==> src/hssp_pkg.sv <==
// Shared types and constants for the hunk symbol stream parser.
`timescale 1ns / 1ps

package hssp_pkg;

   // Fixed field widths
   localparam int WORD_W  = 32;
   localparam int BIDX_W  = 6;
   localparam int CSR_W   = 7;
   localparam int COUNT_W = 11;

   // Header magic and hunk type codes (low 24 bits of a type word)
   localparam logic [31:0] HEADER_MAGIC = 32'd1011;
   localparam logic [23:0] TYPE_CODE    = 24'd1001;
   localparam logic [23:0] TYPE_DATA    = 24'd1002;
   localparam logic [23:0] TYPE_BSS     = 24'd1003;
   localparam logic [23:0] TYPE_RELOC32 = 24'd1004;
   localparam logic [23:0] TYPE_SYMBOL  = 24'd1008;
   localparam logic [23:0] TYPE_DEBUG   = 24'd1009;
   localparam logic [23:0] TYPE_END     = 24'd1010;

   // Mask for code/data length words (memory flags in the top two bits)
   localparam logic [31:0] LEN_MASK = 32'h3FFF_FFFF;

   // Request opcodes
   typedef enum logic [1:0] {
      OPC_START = 2'd0,
      OPC_WORD  = 2'd1,
      OPC_LOAD  = 2'd2
   } opcode_type;

   // Classified command passed from front to back
   typedef enum logic [1:0] {
      CMD_CLEAR,
      CMD_WORD,
      CMD_LOAD
   } cmd_op_type;

   typedef struct packed {
      cmd_op_type        op;
      logic [WORD_W-1:0] word;
      logic [BIDX_W-1:0] base_index;
      logic              eof;
   } cmd_type;

   // Result kinds
   typedef enum logic [1:0] {
      KIND_NAME    = 2'd0,
      KIND_ADDR    = 2'd1,
      KIND_SUMMARY = 2'd2
   } kind_type;

   typedef struct packed {
      kind_type           kind;
      logic [WORD_W-1:0]  data;
      logic [WORD_W-1:0]  hunk_number;
      logic [COUNT_W-1:0] symbol_count;
      logic               saw_symbol_hunk;
      logic               saw_debug_hunk;
      logic               partial_dropped;
      logic               last;
   } rsp_type;

   // Parse phases
   typedef enum logic [3:0] {
      PH_MAGIC,
      PH_NAMES,
      PH_NAMESKIP,
      PH_COUNT,
      PH_RANGE,
      PH_SIZES,
      PH_TYPE,
      PH_HLEN,
      PH_BODYSKIP,
      PH_RCOUNT,
      PH_RTARGET,
      PH_ROFFS,
      PH_SYMLEN,
      PH_SYMNAME,
      PH_SYMVALUE,
      PH_STOP
   } phase_type;

   // Kind of the pending hunk length word
   typedef enum logic [1:0] {
      LEN_CODE,
      LEN_BSS,
      LEN_DEBUG
   } len_kind_type;

endpackage

==> src/hunk_symbol_stream_parser_top.sv <==
// A request item is registered in the command queue; its result items are registered in
//   the result queue and presented from there.
// Throughput: one request item per cycle while req_stall is low; an item that yields two
//   results (a symbol word with end of file) queues both for the single result port.
// Hunk base loads and file starts yield no result and are taken at the same rate.
// Reset (synchronous, active high) clears queues, parse state and the CSR;
//   hunk base memory is not cleared.
`timescale 1ns / 1ps

module hunk_symbol_stream_parser_top #(
   parameter int MAX_HUNKS   = 64,
   parameter int MAX_SYMBOLS = 1024,
   parameter int NAME_WORDS  = 8
) (
   input  logic                         clock,
   input  logic                         reset,
   input  logic                         req_valid,
   output logic                         req_stall,
   input  logic [1:0]                   req_opcode,
   input  logic [hssp_pkg::WORD_W-1:0]  req_word,
   input  logic [hssp_pkg::BIDX_W-1:0]  req_base_index,
   input  logic                         req_end_of_file,
   output logic                         rsp_valid,
   input  logic                         rsp_stall,
   output logic [1:0]                   rsp_kind,
   output logic [hssp_pkg::WORD_W-1:0]  rsp_data,
   output logic [hssp_pkg::WORD_W-1:0]  rsp_hunk_number,
   output logic [hssp_pkg::COUNT_W-1:0] rsp_symbol_count,
   output logic                         rsp_saw_symbol_hunk,
   output logic                         rsp_saw_debug_hunk,
   output logic                         rsp_partial_dropped,
   output logic                         rsp_last,
   input  logic                         csr_valid,
   output logic                         csr_ready,
   input  logic [hssp_pkg::CSR_W-1:0]   csr_data
);

   hssp_pkg::cmd_type cmd;
   logic              cmd_valid, cmd_pop;
   hssp_pkg::rsp_type res0, res1, rsp;
   logic [1:0]        res_n;
   logic              room;

   // CSR is always writable
   assign csr_ready = 1'b1;

   hssp_front #(
      .MAX_HUNKS (MAX_HUNKS)
   ) u_front (
      .clock           (clock),
      .reset           (reset),
      .req_valid       (req_valid),
      .req_stall       (req_stall),
      .req_opcode      (req_opcode),
      .req_word        (req_word),
      .req_base_index  (req_base_index),
      .req_end_of_file (req_end_of_file),
      .cmd_valid       (cmd_valid),
      .cmd             (cmd),
      .cmd_pop         (cmd_pop)
   );

   hssp_back #(
      .MAX_HUNKS   (MAX_HUNKS),
      .MAX_SYMBOLS (MAX_SYMBOLS),
      .NAME_WORDS  (NAME_WORDS)
   ) u_back (
      .clock     (clock),
      .reset     (reset),
      .csr_we    (csr_valid && csr_ready),
      .csr_data  (csr_data),
      .cmd_valid (cmd_valid),
      .cmd       (cmd),
      .cmd_pop   (cmd_pop),
      .rsp_room  (room),
      .res0      (res0),
      .res1      (res1),
      .res_n     (res_n)
   );

   hssp_rsp_queue u_rsp_queue (
      .clock     (clock),
      .reset     (reset),
      .res0      (res0),
      .res1      (res1),
      .res_n     (res_n),
      .room      (room),
      .rsp_valid (rsp_valid),
      .rsp_stall (rsp_stall),
      .rsp       (rsp)
   );

   // Result fields
   assign rsp_kind            = rsp.kind;
   assign rsp_data            = rsp.data;
   assign rsp_hunk_number     = rsp.hunk_number;
   assign rsp_symbol_count    = rsp.symbol_count;
   assign rsp_saw_symbol_hunk = rsp.saw_symbol_hunk;
   assign rsp_saw_debug_hunk  = rsp.saw_debug_hunk;
   assign rsp_partial_dropped = rsp.partial_dropped;
   assign rsp_last            = rsp.last;

endmodule

==> src/hssp_front.sv <==
// Front end: accepts request items, classifies them and queues commands.
`timescale 1ns / 1ps

module hssp_front #(
   parameter int MAX_HUNKS = 64
) (
   input  logic                       clock,
   input  logic                       reset,
   input  logic                       req_valid,
   output logic                       req_stall,
   input  logic [1:0]                 req_opcode,
   input  logic [hssp_pkg::WORD_W-1:0] req_word,
   input  logic [hssp_pkg::BIDX_W-1:0] req_base_index,
   input  logic                       req_end_of_file,
   output logic                       cmd_valid,
   output hssp_pkg::cmd_type          cmd,
   input  logic                       cmd_pop
);

   localparam int DEPTH = 2;

   hssp_pkg::cmd_type cls_cmd;
   logic              cls_keep;
   logic              push;
   logic [31:0]       bidx_ext;

   hssp_pkg::cmd_type q_mem [DEPTH];
   logic       wr_ptr_ff, wr_ptr_in;
   logic       rd_ptr_ff, rd_ptr_in;
   logic [1:0] count_ff, count_in;

   assign bidx_ext = 32'(req_base_index);

   // Classify: opcode 3 and out-of-range base loads produce nothing and are dropped
   always_comb begin
      cls_cmd.word       = req_word;
      cls_cmd.base_index = req_base_index;
      cls_cmd.eof        = req_end_of_file;
      cls_cmd.op         = hssp_pkg::CMD_WORD;
      cls_keep           = 1'b0;
      case (req_opcode)
         hssp_pkg::OPC_START: begin
            cls_cmd.op = hssp_pkg::CMD_CLEAR;
            cls_keep   = 1'b1;
         end
         hssp_pkg::OPC_WORD: begin
            cls_cmd.op = hssp_pkg::CMD_WORD;
            cls_keep   = 1'b1;
         end
         hssp_pkg::OPC_LOAD: begin
            cls_cmd.op = hssp_pkg::CMD_LOAD;
            cls_keep   = (bidx_ext < 32'(MAX_HUNKS));
         end
         default: begin
            cls_keep = 1'b0;
         end
      endcase
   end

   // Command queue
   assign req_stall = (count_ff == 2'(DEPTH));
   assign push      = req_valid && !req_stall && cls_keep;
   assign cmd_valid = (count_ff != 2'd0);
   assign cmd       = q_mem[rd_ptr_ff];

   always_comb begin
      wr_ptr_in = push ? ~wr_ptr_ff : wr_ptr_ff;
      rd_ptr_in = cmd_pop ? ~rd_ptr_ff : rd_ptr_ff;
      count_in  = count_ff + 2'(push) - 2'(cmd_pop);
   end

   always_ff @(posedge clock) begin
      if (reset) begin
         wr_ptr_ff <= 1'b0;
         rd_ptr_ff <= 1'b0;
         count_ff  <= 2'd0;
      end else begin
         wr_ptr_ff <= wr_ptr_in;
         rd_ptr_ff <= rd_ptr_in;
         count_ff  <= count_in;
      end
   end

   always_ff @(posedge clock) begin
      if (push) begin
         q_mem[wr_ptr_ff] <= cls_cmd;
      end
   end

endmodule

==> src/hssp_back.sv <==
// Back end: hunk stream parser, hunk base memory and result generation.
`timescale 1ns / 1ps

module hssp_back #(
   parameter int MAX_HUNKS   = 64,
   parameter int MAX_SYMBOLS = 1024,
   parameter int NAME_WORDS  = 8
) (
   input  logic                        clock,
   input  logic                        reset,
   input  logic                        csr_we,
   input  logic [hssp_pkg::CSR_W-1:0]  csr_data,
   input  logic                        cmd_valid,
   input  hssp_pkg::cmd_type           cmd,
   output logic                        cmd_pop,
   input  logic                        rsp_room,
   output hssp_pkg::rsp_type           res0,
   output hssp_pkg::rsp_type           res1,
   output logic [1:0]                  res_n
);

   localparam int HW    = (MAX_HUNKS > 1) ? $clog2(MAX_HUNKS) : 1;
   localparam int SYM_W = $clog2(MAX_SYMBOLS + 1);
   localparam int NP_W  = $clog2(NAME_WORDS + 1);

   // Parser state
   hssp_pkg::phase_type    phase_ff, phase_in, phase_step;
   hssp_pkg::len_kind_type len_kind_ff, len_kind_in;
   logic [31:0]      skip_ff, skip_in;
   logic             range_first_ff, range_first_in;
   logic [31:0]      cur_hunk_ff, cur_hunk_in;
   logic [31:0]      attach_ff, attach_in;
   logic [31:0]      sym_base_ff, sym_base_in;
   logic [31:0]      nwl_ff, nwl_in;
   logic [SYM_W-1:0] acc_ff, acc_in;
   logic [1:0]       flags_ff, flags_in;
   logic [NP_W-1:0]  pos_ff, pos_in;
   logic             kept_ff, kept_in;
   logic [hssp_pkg::CSR_W-1:0] loaded_cnt_ff;

   // Base lookup pipeline
   logic        pend_ff, pend_in;
   logic        base_ok_ff, base_ok_in;
   logic [31:0] base_rd_ff;
   logic        base_rd_en;
   logic [HW-1:0] rd_addr, wr_addr;
   logic [31:0] widx_ext;
   logic [31:0] hunk_bases_mem [MAX_HUNKS];

   // Helpers
   logic        take, is_word, is_clear;
   logic [31:0] w;
   logic [23:0] w_type;
   logic [31:0] skip_dec, nwl_dec, hlen_skip;
   logic        pos_lt, emit_name, emit_addr;
   logic [31:0] acc_ext;

   assign take     = cmd_valid && rsp_room;
   assign cmd_pop  = take;
   assign is_word  = take && (cmd.op == hssp_pkg::CMD_WORD);
   assign is_clear = take && (cmd.op == hssp_pkg::CMD_CLEAR);
   assign w        = cmd.word;
   assign w_type   = w[23:0];
   assign skip_dec = skip_ff - 32'd1;
   assign nwl_dec  = nwl_ff - 32'd1;
   assign pos_lt   = (32'(pos_ff) < 32'(NAME_WORDS));

   always_comb begin
      case (len_kind_ff)
         hssp_pkg::LEN_DEBUG: hlen_skip = w;
         hssp_pkg::LEN_CODE:  hlen_skip = w & hssp_pkg::LEN_MASK;
         default:             hlen_skip = 32'd0;
      endcase
   end

   // Next state
   always_comb begin
      phase_step     = phase_ff;
      len_kind_in    = len_kind_ff;
      skip_in        = skip_ff;
      range_first_in = range_first_ff;
      cur_hunk_in    = cur_hunk_ff;
      attach_in      = attach_ff;
      nwl_in         = nwl_ff;
      acc_in         = acc_ff;
      flags_in       = flags_ff;
      pos_in         = pos_ff;
      kept_in        = kept_ff;
      base_rd_en     = 1'b0;
      base_ok_in     = base_ok_ff;
      emit_name      = 1'b0;
      emit_addr      = 1'b0;

      if (is_word) begin
         case (phase_ff)
            hssp_pkg::PH_MAGIC: begin
               phase_step = (w == hssp_pkg::HEADER_MAGIC) ? hssp_pkg::PH_NAMES
                                                          : hssp_pkg::PH_STOP;
            end
            hssp_pkg::PH_NAMES: begin
               if (w == 32'd0) begin
                  phase_step = hssp_pkg::PH_COUNT;
               end else begin
                  skip_in    = w;
                  phase_step = hssp_pkg::PH_NAMESKIP;
               end
            end
            hssp_pkg::PH_NAMESKIP: begin
               skip_in = skip_dec;
               if (skip_dec == 32'd0) phase_step = hssp_pkg::PH_NAMES;
            end
            hssp_pkg::PH_COUNT: begin
               skip_in        = w;
               range_first_in = 1'b1;
               phase_step     = hssp_pkg::PH_RANGE;
            end
            hssp_pkg::PH_RANGE: begin
               if (range_first_ff) begin
                  cur_hunk_in    = w;
                  attach_in      = w;
                  range_first_in = 1'b0;
               end else begin
                  phase_step = (skip_ff == 32'd0) ? hssp_pkg::PH_TYPE
                                                  : hssp_pkg::PH_SIZES;
               end
            end
            hssp_pkg::PH_SIZES, hssp_pkg::PH_BODYSKIP: begin
               skip_in = skip_dec;
               if (skip_dec == 32'd0) phase_step = hssp_pkg::PH_TYPE;
            end
            hssp_pkg::PH_TYPE: begin
               if (w_type == hssp_pkg::TYPE_CODE || w_type == hssp_pkg::TYPE_DATA) begin
                  len_kind_in = hssp_pkg::LEN_CODE;
                  phase_step  = hssp_pkg::PH_HLEN;
               end else if (w_type == hssp_pkg::TYPE_BSS) begin
                  len_kind_in = hssp_pkg::LEN_BSS;
                  phase_step  = hssp_pkg::PH_HLEN;
               end else if (w_type == hssp_pkg::TYPE_DEBUG) begin
                  flags_in[1] = 1'b1;
                  len_kind_in = hssp_pkg::LEN_DEBUG;
                  phase_step  = hssp_pkg::PH_HLEN;
               end else if (w_type == hssp_pkg::TYPE_RELOC32) begin
                  phase_step = hssp_pkg::PH_RCOUNT;
               end else if (w_type == hssp_pkg::TYPE_SYMBOL) begin
                  flags_in[0] = 1'b1;
                  base_rd_en  = 1'b1;
                  base_ok_in  = (attach_ff < 32'(loaded_cnt_ff)) &&
                                (attach_ff < 32'(MAX_HUNKS));
                  phase_step  = hssp_pkg::PH_SYMLEN;
               end else if (w_type == hssp_pkg::TYPE_END) begin
                  phase_step = hssp_pkg::PH_TYPE;
               end else begin
                  phase_step = hssp_pkg::PH_STOP;
               end
            end
            hssp_pkg::PH_HLEN: begin
               skip_in = hlen_skip;
               if (len_kind_ff != hssp_pkg::LEN_DEBUG) begin
                  attach_in   = cur_hunk_ff;
                  cur_hunk_in = cur_hunk_ff + 32'd1;
               end
               phase_step = (hlen_skip == 32'd0) ? hssp_pkg::PH_TYPE
                                                 : hssp_pkg::PH_BODYSKIP;
            end
            hssp_pkg::PH_RCOUNT: begin
               if (w == 32'd0) begin
                  phase_step = hssp_pkg::PH_TYPE;
               end else begin
                  skip_in    = w;
                  phase_step = hssp_pkg::PH_RTARGET;
               end
            end
            hssp_pkg::PH_RTARGET: begin
               phase_step = hssp_pkg::PH_ROFFS;
            end
            hssp_pkg::PH_ROFFS: begin
               skip_in = skip_dec;
               if (skip_dec == 32'd0) phase_step = hssp_pkg::PH_RCOUNT;
            end
            hssp_pkg::PH_SYMLEN: begin
               if (w == 32'd0) begin
                  phase_step = hssp_pkg::PH_TYPE;
               end else begin
                  nwl_in     = w;
                  pos_in     = '0;
                  kept_in    = (32'(acc_ff) < 32'(MAX_SYMBOLS));
                  phase_step = hssp_pkg::PH_SYMNAME;
               end
            end
            hssp_pkg::PH_SYMNAME: begin
               emit_name = kept_ff && pos_lt;
               if (pos_lt) pos_in = pos_ff + NP_W'(1);
               nwl_in = nwl_dec;
               if (nwl_dec == 32'd0) phase_step = hssp_pkg::PH_SYMVALUE;
            end
            hssp_pkg::PH_SYMVALUE: begin
               if (kept_ff) begin
                  emit_addr = 1'b1;
                  acc_in    = acc_ff + SYM_W'(1);
               end
               kept_in    = 1'b0;
               phase_step = hssp_pkg::PH_SYMLEN;
            end
            default: begin
               phase_step = phase_ff;
            end
         endcase
         // End of file closes the stream
         if (cmd.eof) kept_in = 1'b0;
      end
   end

   always_comb begin
      phase_in = phase_step;
      if (is_word && cmd.eof) phase_in = hssp_pkg::PH_STOP;
   end

   // Symbol base: the lookup result in base_rd_ff is latched into sym_base_ff while pend_ff is set
   always_comb begin
      pend_in     = base_rd_en;
      sym_base_in = sym_base_ff;
      if (pend_ff) sym_base_in = base_ok_ff ? base_rd_ff : 32'd0;
      if (is_clear) begin
         pend_in     = 1'b0;
         sym_base_in = 32'd0;
      end
   end

   // Results
   assign acc_ext = 32'(acc_in);

   always_comb begin
      hssp_pkg::rsp_type main_r, sum_r;

      main_r.kind            = emit_addr ? hssp_pkg::KIND_ADDR : hssp_pkg::KIND_NAME;
      main_r.data            = emit_addr ? (sym_base_ff + w) : w;
      main_r.hunk_number     = attach_ff;
      main_r.symbol_count    = acc_ext[hssp_pkg::COUNT_W-1:0];
      main_r.saw_symbol_hunk = flags_in[0];
      main_r.saw_debug_hunk  = flags_in[1];
      main_r.partial_dropped = 1'b0;
      main_r.last            = !cmd.eof;

      sum_r.kind            = hssp_pkg::KIND_SUMMARY;
      sum_r.data            = 32'd0;
      sum_r.hunk_number     = 32'd0;
      sum_r.symbol_count    = acc_ext[hssp_pkg::COUNT_W-1:0];
      sum_r.saw_symbol_hunk = flags_in[0];
      sum_r.saw_debug_hunk  = flags_in[1];
      sum_r.partial_dropped = (phase_step == hssp_pkg::PH_SYMNAME) ||
                              (phase_step == hssp_pkg::PH_SYMVALUE);
      sum_r.last            = 1'b1;

      res0  = main_r;
      res1  = sum_r;
      res_n = 2'd0;
      if (is_word) begin
         if (emit_name || emit_addr) begin
            res_n = cmd.eof ? 2'd2 : 2'd1;
         end else if (cmd.eof) begin
            res0  = sum_r;
            res_n = 2'd1;
         end
      end
   end

   // State registers
   always_ff @(posedge clock) begin
      if (reset || is_clear) begin
         phase_ff       <= hssp_pkg::PH_MAGIC;
         len_kind_ff    <= hssp_pkg::LEN_CODE;
         skip_ff        <= 32'd0;
         range_first_ff <= 1'b0;
         cur_hunk_ff    <= 32'd0;
         attach_ff      <= 32'd0;
         nwl_ff         <= 32'd0;
         acc_ff         <= '0;
         flags_ff       <= 2'd0;
         pos_ff         <= '0;
         kept_ff        <= 1'b0;
      end else begin
         phase_ff       <= phase_in;
         len_kind_ff    <= len_kind_in;
         skip_ff        <= skip_in;
         range_first_ff <= range_first_in;
         cur_hunk_ff    <= cur_hunk_in;
         attach_ff      <= attach_in;
         nwl_ff         <= nwl_in;
         acc_ff         <= acc_in;
         flags_ff       <= flags_in;
         pos_ff         <= pos_in;
         kept_ff        <= kept_in;
      end
   end

   always_ff @(posedge clock) begin
      if (reset) begin
         pend_ff       <= 1'b0;
         base_ok_ff    <= 1'b0;
         sym_base_ff   <= 32'd0;
         loaded_cnt_ff <= '0;
      end else begin
         pend_ff     <= pend_in;
         base_ok_ff  <= base_ok_in;
         sym_base_ff <= sym_base_in;
         if (csr_we) loaded_cnt_ff <= csr_data;
      end
   end

   // Hunk base memory: one write port, one registered read port
   assign widx_ext = 32'(cmd.base_index);
   assign wr_addr  = widx_ext[HW-1:0];
   assign rd_addr  = attach_ff[HW-1:0];

   always_ff @(posedge clock) begin
      if (take && (cmd.op == hssp_pkg::CMD_LOAD)) begin
         hunk_bases_mem[wr_addr] <= w;
      end
      if (base_rd_en) begin
         base_rd_ff <= hunk_bases_mem[rd_addr];
      end
   end

endmodule

==> src/hssp_rsp_queue.sv <==
// Result queue: takes up to two result items per cycle, delivers one unless rsp_stall holds it.
`timescale 1ns / 1ps

module hssp_rsp_queue (
   input  logic              clock,
   input  logic              reset,
   input  hssp_pkg::rsp_type res0,
   input  hssp_pkg::rsp_type res1,
   input  logic [1:0]        res_n,
   output logic              room,
   output logic              rsp_valid,
   input  logic              rsp_stall,
   output hssp_pkg::rsp_type rsp
);

   localparam int DEPTH = 4;

   hssp_pkg::rsp_type q_mem [DEPTH];
   logic [1:0] wr_ptr_ff, wr_ptr_in;
   logic [1:0] rd_ptr_ff, rd_ptr_in;
   logic [2:0] count_ff, count_in;
   logic       pop;
   logic [1:0] wr_ptr_nx;

   // Room for two items keeps the back end free of result-count checks
   assign room      = (count_ff <= 3'(DEPTH - 2));
   assign rsp_valid = (count_ff != 3'd0);
   assign rsp       = q_mem[rd_ptr_ff];
   assign pop       = rsp_valid && !rsp_stall;
   assign wr_ptr_nx = wr_ptr_ff + 2'd1;

   always_comb begin
      wr_ptr_in = wr_ptr_ff + res_n;
      rd_ptr_in = rd_ptr_ff + 2'(pop);
      count_in  = count_ff + 3'(res_n) - 3'(pop);
   end

   always_ff @(posedge clock) begin
      if (reset) begin
         wr_ptr_ff <= 2'd0;
         rd_ptr_ff <= 2'd0;
         count_ff  <= 3'd0;
      end else begin
         wr_ptr_ff <= wr_ptr_in;
         rd_ptr_ff <= rd_ptr_in;
         count_ff  <= count_in;
      end
   end

   always_ff @(posedge clock) begin
      if (res_n != 2'd0) q_mem[wr_ptr_ff] <= res0;
      if (res_n == 2'd2) q_mem[wr_ptr_nx] <= res1;
   end

endmodule

==> config.mk <==
export PLATFORM = sky130hd
export DESIGN_NAME = hunk_symbol_stream_parser_top
export DESIGN_NICKNAME = d
export VERILOG_FILES = /design/src/hssp_pkg.sv /design/src/hunk_symbol_stream_parser_top.sv /design/src/hssp_front.sv /design/src/hssp_back.sv /design/src/hssp_rsp_queue.sv
export SDC_FILE = /design/constraint.sdc
export NUM_CORES = 2
export LEC_CHECK = 0
export ABC_AREA = 1
export BUFFER_PORTS_ARGS = -buffer_cell sky130_fd_sc_hd__buf_2
export CORE_UTILIZATION = 25
export CTS_CLUSTER_SIZE = 14
export DETAILED_ROUTE_END_ITERATION = 16
export GPL_ROUTABILITY_DRIVEN = 1
export PLACE_DENSITY_LB_ADDON = 0.3
export SLEW_MARGIN = 30
export SYNTH_ARGS = -nofsm -noshare
export SYNTH_HDL_FRONTEND = slang
export SYNTH_SLANG_ARGS = --single-unit
==> constraint.sdc <==
create_clock -name clock -period 7.9 [get_ports clock]
set_input_delay 0.395 -clock clock [delete_from_list [all_inputs] [get_ports clock]]
set_output_delay 0.395 -clock clock [all_outputs]
set_load 0.02 [all_outputs]
==> impl_metrics.py <==
metrics = {
    "job": {
        "drv_cap": 0,
    },
    "synth": {
        "ys_seq_elements": 2692,
        "synth_most_common_cell": "edfxtp_1",
        "synth_compound_area_frac": 0.154,
        "synthFlopType": "edfxtp_1",
        "syn_nets": 10100,
        "synth_area_sq_um": 111000,
        "synth.avg_cell_area_sq_um": 11.0,
        "synth_xor_area_frac": 0.00380,
        "yosys.area_share.simple": 0.112,
        "yosys-top-cells-area": "edfxtp_1, dfxtp_1, o21ai_0",
        "synth_top_cell_area_share": 0.602,
        "synth.yosys.seq_area_share": 0.688,
        "synth-edff-count": 2218,
        "synth_commonest_cells": "edfxtp_1, nor2_1, o21ai_0, nand2_1, o22ai_1",
        "synth_async_sr_flop_share": 0,
        "synthMuxAreaShare": 0.0000905,
        "synth_cells": 10000,
        "synth_top_area_cell": "edfxtp_1",
        "synth_top_family_by_area": "compound AO/OA/AOI/OAI gates",
        "synth.distinct_cells": 60,
        "synth_warnings": 0,
        "synth_adder_area_share": 0.00636,
    },
    "cells_and_area": {
        "fill_cells": 45300,
        "drive_above_1_share": 0.0955,
        "finalCoreUtilization": 0.293,
        "multi_input_comb_area_sq_um": 31300,
        "layout.nets": 10200,
        "seq_area_sq_um": 76100,
        "syn2layout_area_growth_pct": 16.5,
    },
    "timing": {
        "finalMaxSlewViolations": 0,
        "hold_viol": 0,
        "fin_crit_ns": 5.04,
        "tightest_slew_ns": 1.10,
        "fmax_mhz": 198,
        "fin_setup_tns_ns": 0,
        "fin_worst_skew_ns": 0.0522,
        "fin_crit_sh": 0.638,
        "relSlewSlack": 0.264,
        "rsz0062_at_grt": "no",
        "setup_violations": 0,
    },
    "floorplan": {
        "row_count": 243,
        "die-area_sq_um": 445000,
        "io_pins": 137,
        "die_h_microns": 667,
        "core_sq_um": 439000,
        "die_x_microns": 667,
        "start_util": 0.252,
    },
    "global_routing": {
        "antenna_found_initial": 30,
        "grt_use_total": 0.160,
        "grt_max_degree": 161,
        "grt_pass1_wl_microns": 530000,
        "grt_pass1_vias": 74400,
        "grt_overflow": 0,
    },
    "placement": {
        "place.detailed.hpwl_microns": 210000,
        "portBuffers": 135,
        "place_congestion": 0.867,
    },
    "route": {
        "drt_iter0_drc": 8160,
        "wl_met3_microns": 22700,
        "num_vias": 79600,
        "wl_per_cell_microns": 22.9,
        "via_per_inst": 4.91,
        "met1Wirelength_microns": 166000,
        "drt_wl_total_microns": 371000,
        "drc": 0,
        "drt_pass1_iterations": 6,
        "highest_layer": "met5",
        "dr_wl_met2_microns": 169000,
        "postRouteAntennaNets": 0,
    },
    "power": {
        "leakage_nw": 42.9,
        "ir_drop_v": 0.000223,
        "powerDensity_nw_per_um2": 309,
    },
    "critical_path": {
        "cp-end-kind": "register",
        "crit_type": "register to register",
        "critPathMaxFanout": 60,
        "cp.arrival_ns": 5.66,
        "critPathLaunchType": "register",
        "crit_required_ns": 8.52,
    },
    "min_path": {
        "hp-class": "input pin to register",
    },
    "clock_network": {
        "cts_tree": "done",
        "cts.sinks": 2692,
        "clk_latency_ns": 0.93,
        "post-cts-setup-buffers": 0,
        "clock_path_buffers": 4,
        "clk_pin_slew_ns": 0.06,
        "cts_made_buffers": 296,
        "root_buffer": "clkbuf_16",
        "cts_htree_levels": 5,
    },
    "run_status": {
        "status": "finished clean",
    },
}
[what timing repair did]
action	4_1_cts	5_1_grt
hold buffers	62	0
hold endpoints to repair	98	0
gates resized for setup	0	0
[registers in the layout (all words and copies together), names as in the netlist, 2 cells and up, named ones only]
| signal | cells |
|---|---|
| u_rsp_queue.wr_ptr_ff | 2 |
| u_back.hunk_bases_mem | 2048 |
| u_back.sym_base_ff | 32 |
| u_back.skip_ff | 32 |
| u_back.pos_ff | 4 |
| u_back.phase_ff | 4 |
| u_back.nwl_ff | 32 |
| u_back.loaded_cnt_ff | 7 |
| u_back.cur_hunk_ff | 32 |
| u_rsp_queue.q_mem | 324 |
| u_front.count_ff | 2 |
| u_rsp_queue.rd_ptr_ff | 2 |
| u_back.base_rd_ff | 32 |
| u_back.flags_ff | 2 |
| u_front.q_mem | 82 |
| u_back.attach_ff | 32 |
| u_back.acc_ff | 11 |
| u_back.len_kind_ff | 2 |
| u_rsp_queue.count_ff | 3 |
[critical path, stage by stage (launching register included)]
cell	delay, ns
dfxtp_4	0.48
buf_4	0.69
o21ai_0	0.35
inv_1	0.17
ha_1	0.26
inv_1	0.07
nor2_2	0.05
nor2_2	0.20
inv_2	0.08
nand2_2	0.05
buf_4	0.53
nand2_1	0.70
inv_2	0.58
buf_12	0.37
nor2_1	0.09
[logic make-up (layout without fill, tap and decap cells)]
| kind of cell | after synthesis | count (layout) |
|---|---|---|
| simple gates | 3155 | 3155 |
| flops | 2692 | 2692 |
| other cells | 1 | 15 |
| compound gates | 3057 | 3057 |
| xor+xnor | 48 | 48 |
| fa+ha+maj | 55 | 55 |
| mux | 1 | 1 |
| buf+inv | 1015 | 1303 |
[path summary, 6_finish.rpt]
check                                start                        to  slack [ns]  cells past startpoint
setup / recovery                  register   u_rsp_queue.q_mem[2][7]        2.86                     14
hold / removal                   rsp_stall  u_rsp_queue.rd_ptr_ff[0]        0.13                      5
setup reg to reg                  register   u_rsp_queue.q_mem[2][7]        2.86                     14
hold reg to reg   u_rsp_queue.q_mem[2][76]  u_rsp_queue.q_mem[2][76]        0.45                      2
[layout by cell type, fill, tap and decap left out, types with 24 or more instances in the layout]
| master | netlist | layout |
|---|---|---|
| o32ai_1 | 32 | 24 |
| a221oi_1 | 27 | 27 |
| clkbuf_1 | 578 | 74 |
| xor2_1 | 28 | 28 |
| nand3_1 | 166 | 164 |
| nor2_4 | 5 | 73 |
| edfxtp_1 | 2218 | 2218 |
| nor3_1 | 27 | 27 |
| clkinv_2 | 0 | 43 |
| a21oi_1 | 201 | 201 |
| inv_1 | 326 | 307 |
| inv_2 | 21 | 33 |
| buf_4 | 7 | 197 |
| o21ai_1 | 41 | 42 |
| clkinv_1 | 6 | 53 |
| dfxtp_1 | 474 | 464 |
| dlygate4sd3_1 | 0 | 62 |
| nand2_1 | 842 | 840 |
| a31oi_1 | 52 | 51 |
| nand4_1 | 39 | 39 |
| clkbuf_16 | 0 | 305 |
| o21ai_0 | 1846 | 1836 |
| o22ai_1 | 723 | 718 |
| buf_2 | 47 | 135 |
| ha_1 | 53 | 53 |
| nor2_1 | 2020 | 1951 |
[layer usage]
layer / vias to the layer above / track usage
met1: 39900 / 0.223
li1: 36400 / -
met2: 2703 / 0.256
met4: 8 / 0.0540
met5: - / 0
met3: 523 / 0.0199
[power by group]
part / switching (mW) / total (mW) / internal (mW)
combinational: 7.03 / 8.95 / 1.93
clock: 5.77 / 13.6 / 7.81
sequential: 0.237 / 17.3 / 17.1
[per-stage QoR]
stage	hold WS, ns	area [sq um]	instances	worst slack [ns]	power [mW]
finish	0.126	129000	16200	2.86	39.8
global route	0.118	129000	16200	2.51	41.3
CTS	0.0514	129000	16200	2.72	40.0
detailed placement	0.438	119000	15600	2.75	26.4
global placement	0.433	119000	15600	2.81	26.4
floorplan	0.421	111000	10000	2.75	22.4
[area by class of cell]
class	instances	share of cell area
Multi-Input combinational cell	6317	0.243
Antenna cell	14	0.000272
Timing Repair Buffer	424	0.0260
Inverter	354	0.0106
Sequential cell	2692	0.591
Clock inverter	132	0.00943
Tap cell	5880	0.0571
Clock buffer	393	0.0629
No activity file was read; power rests on OpenSTA's default activity.
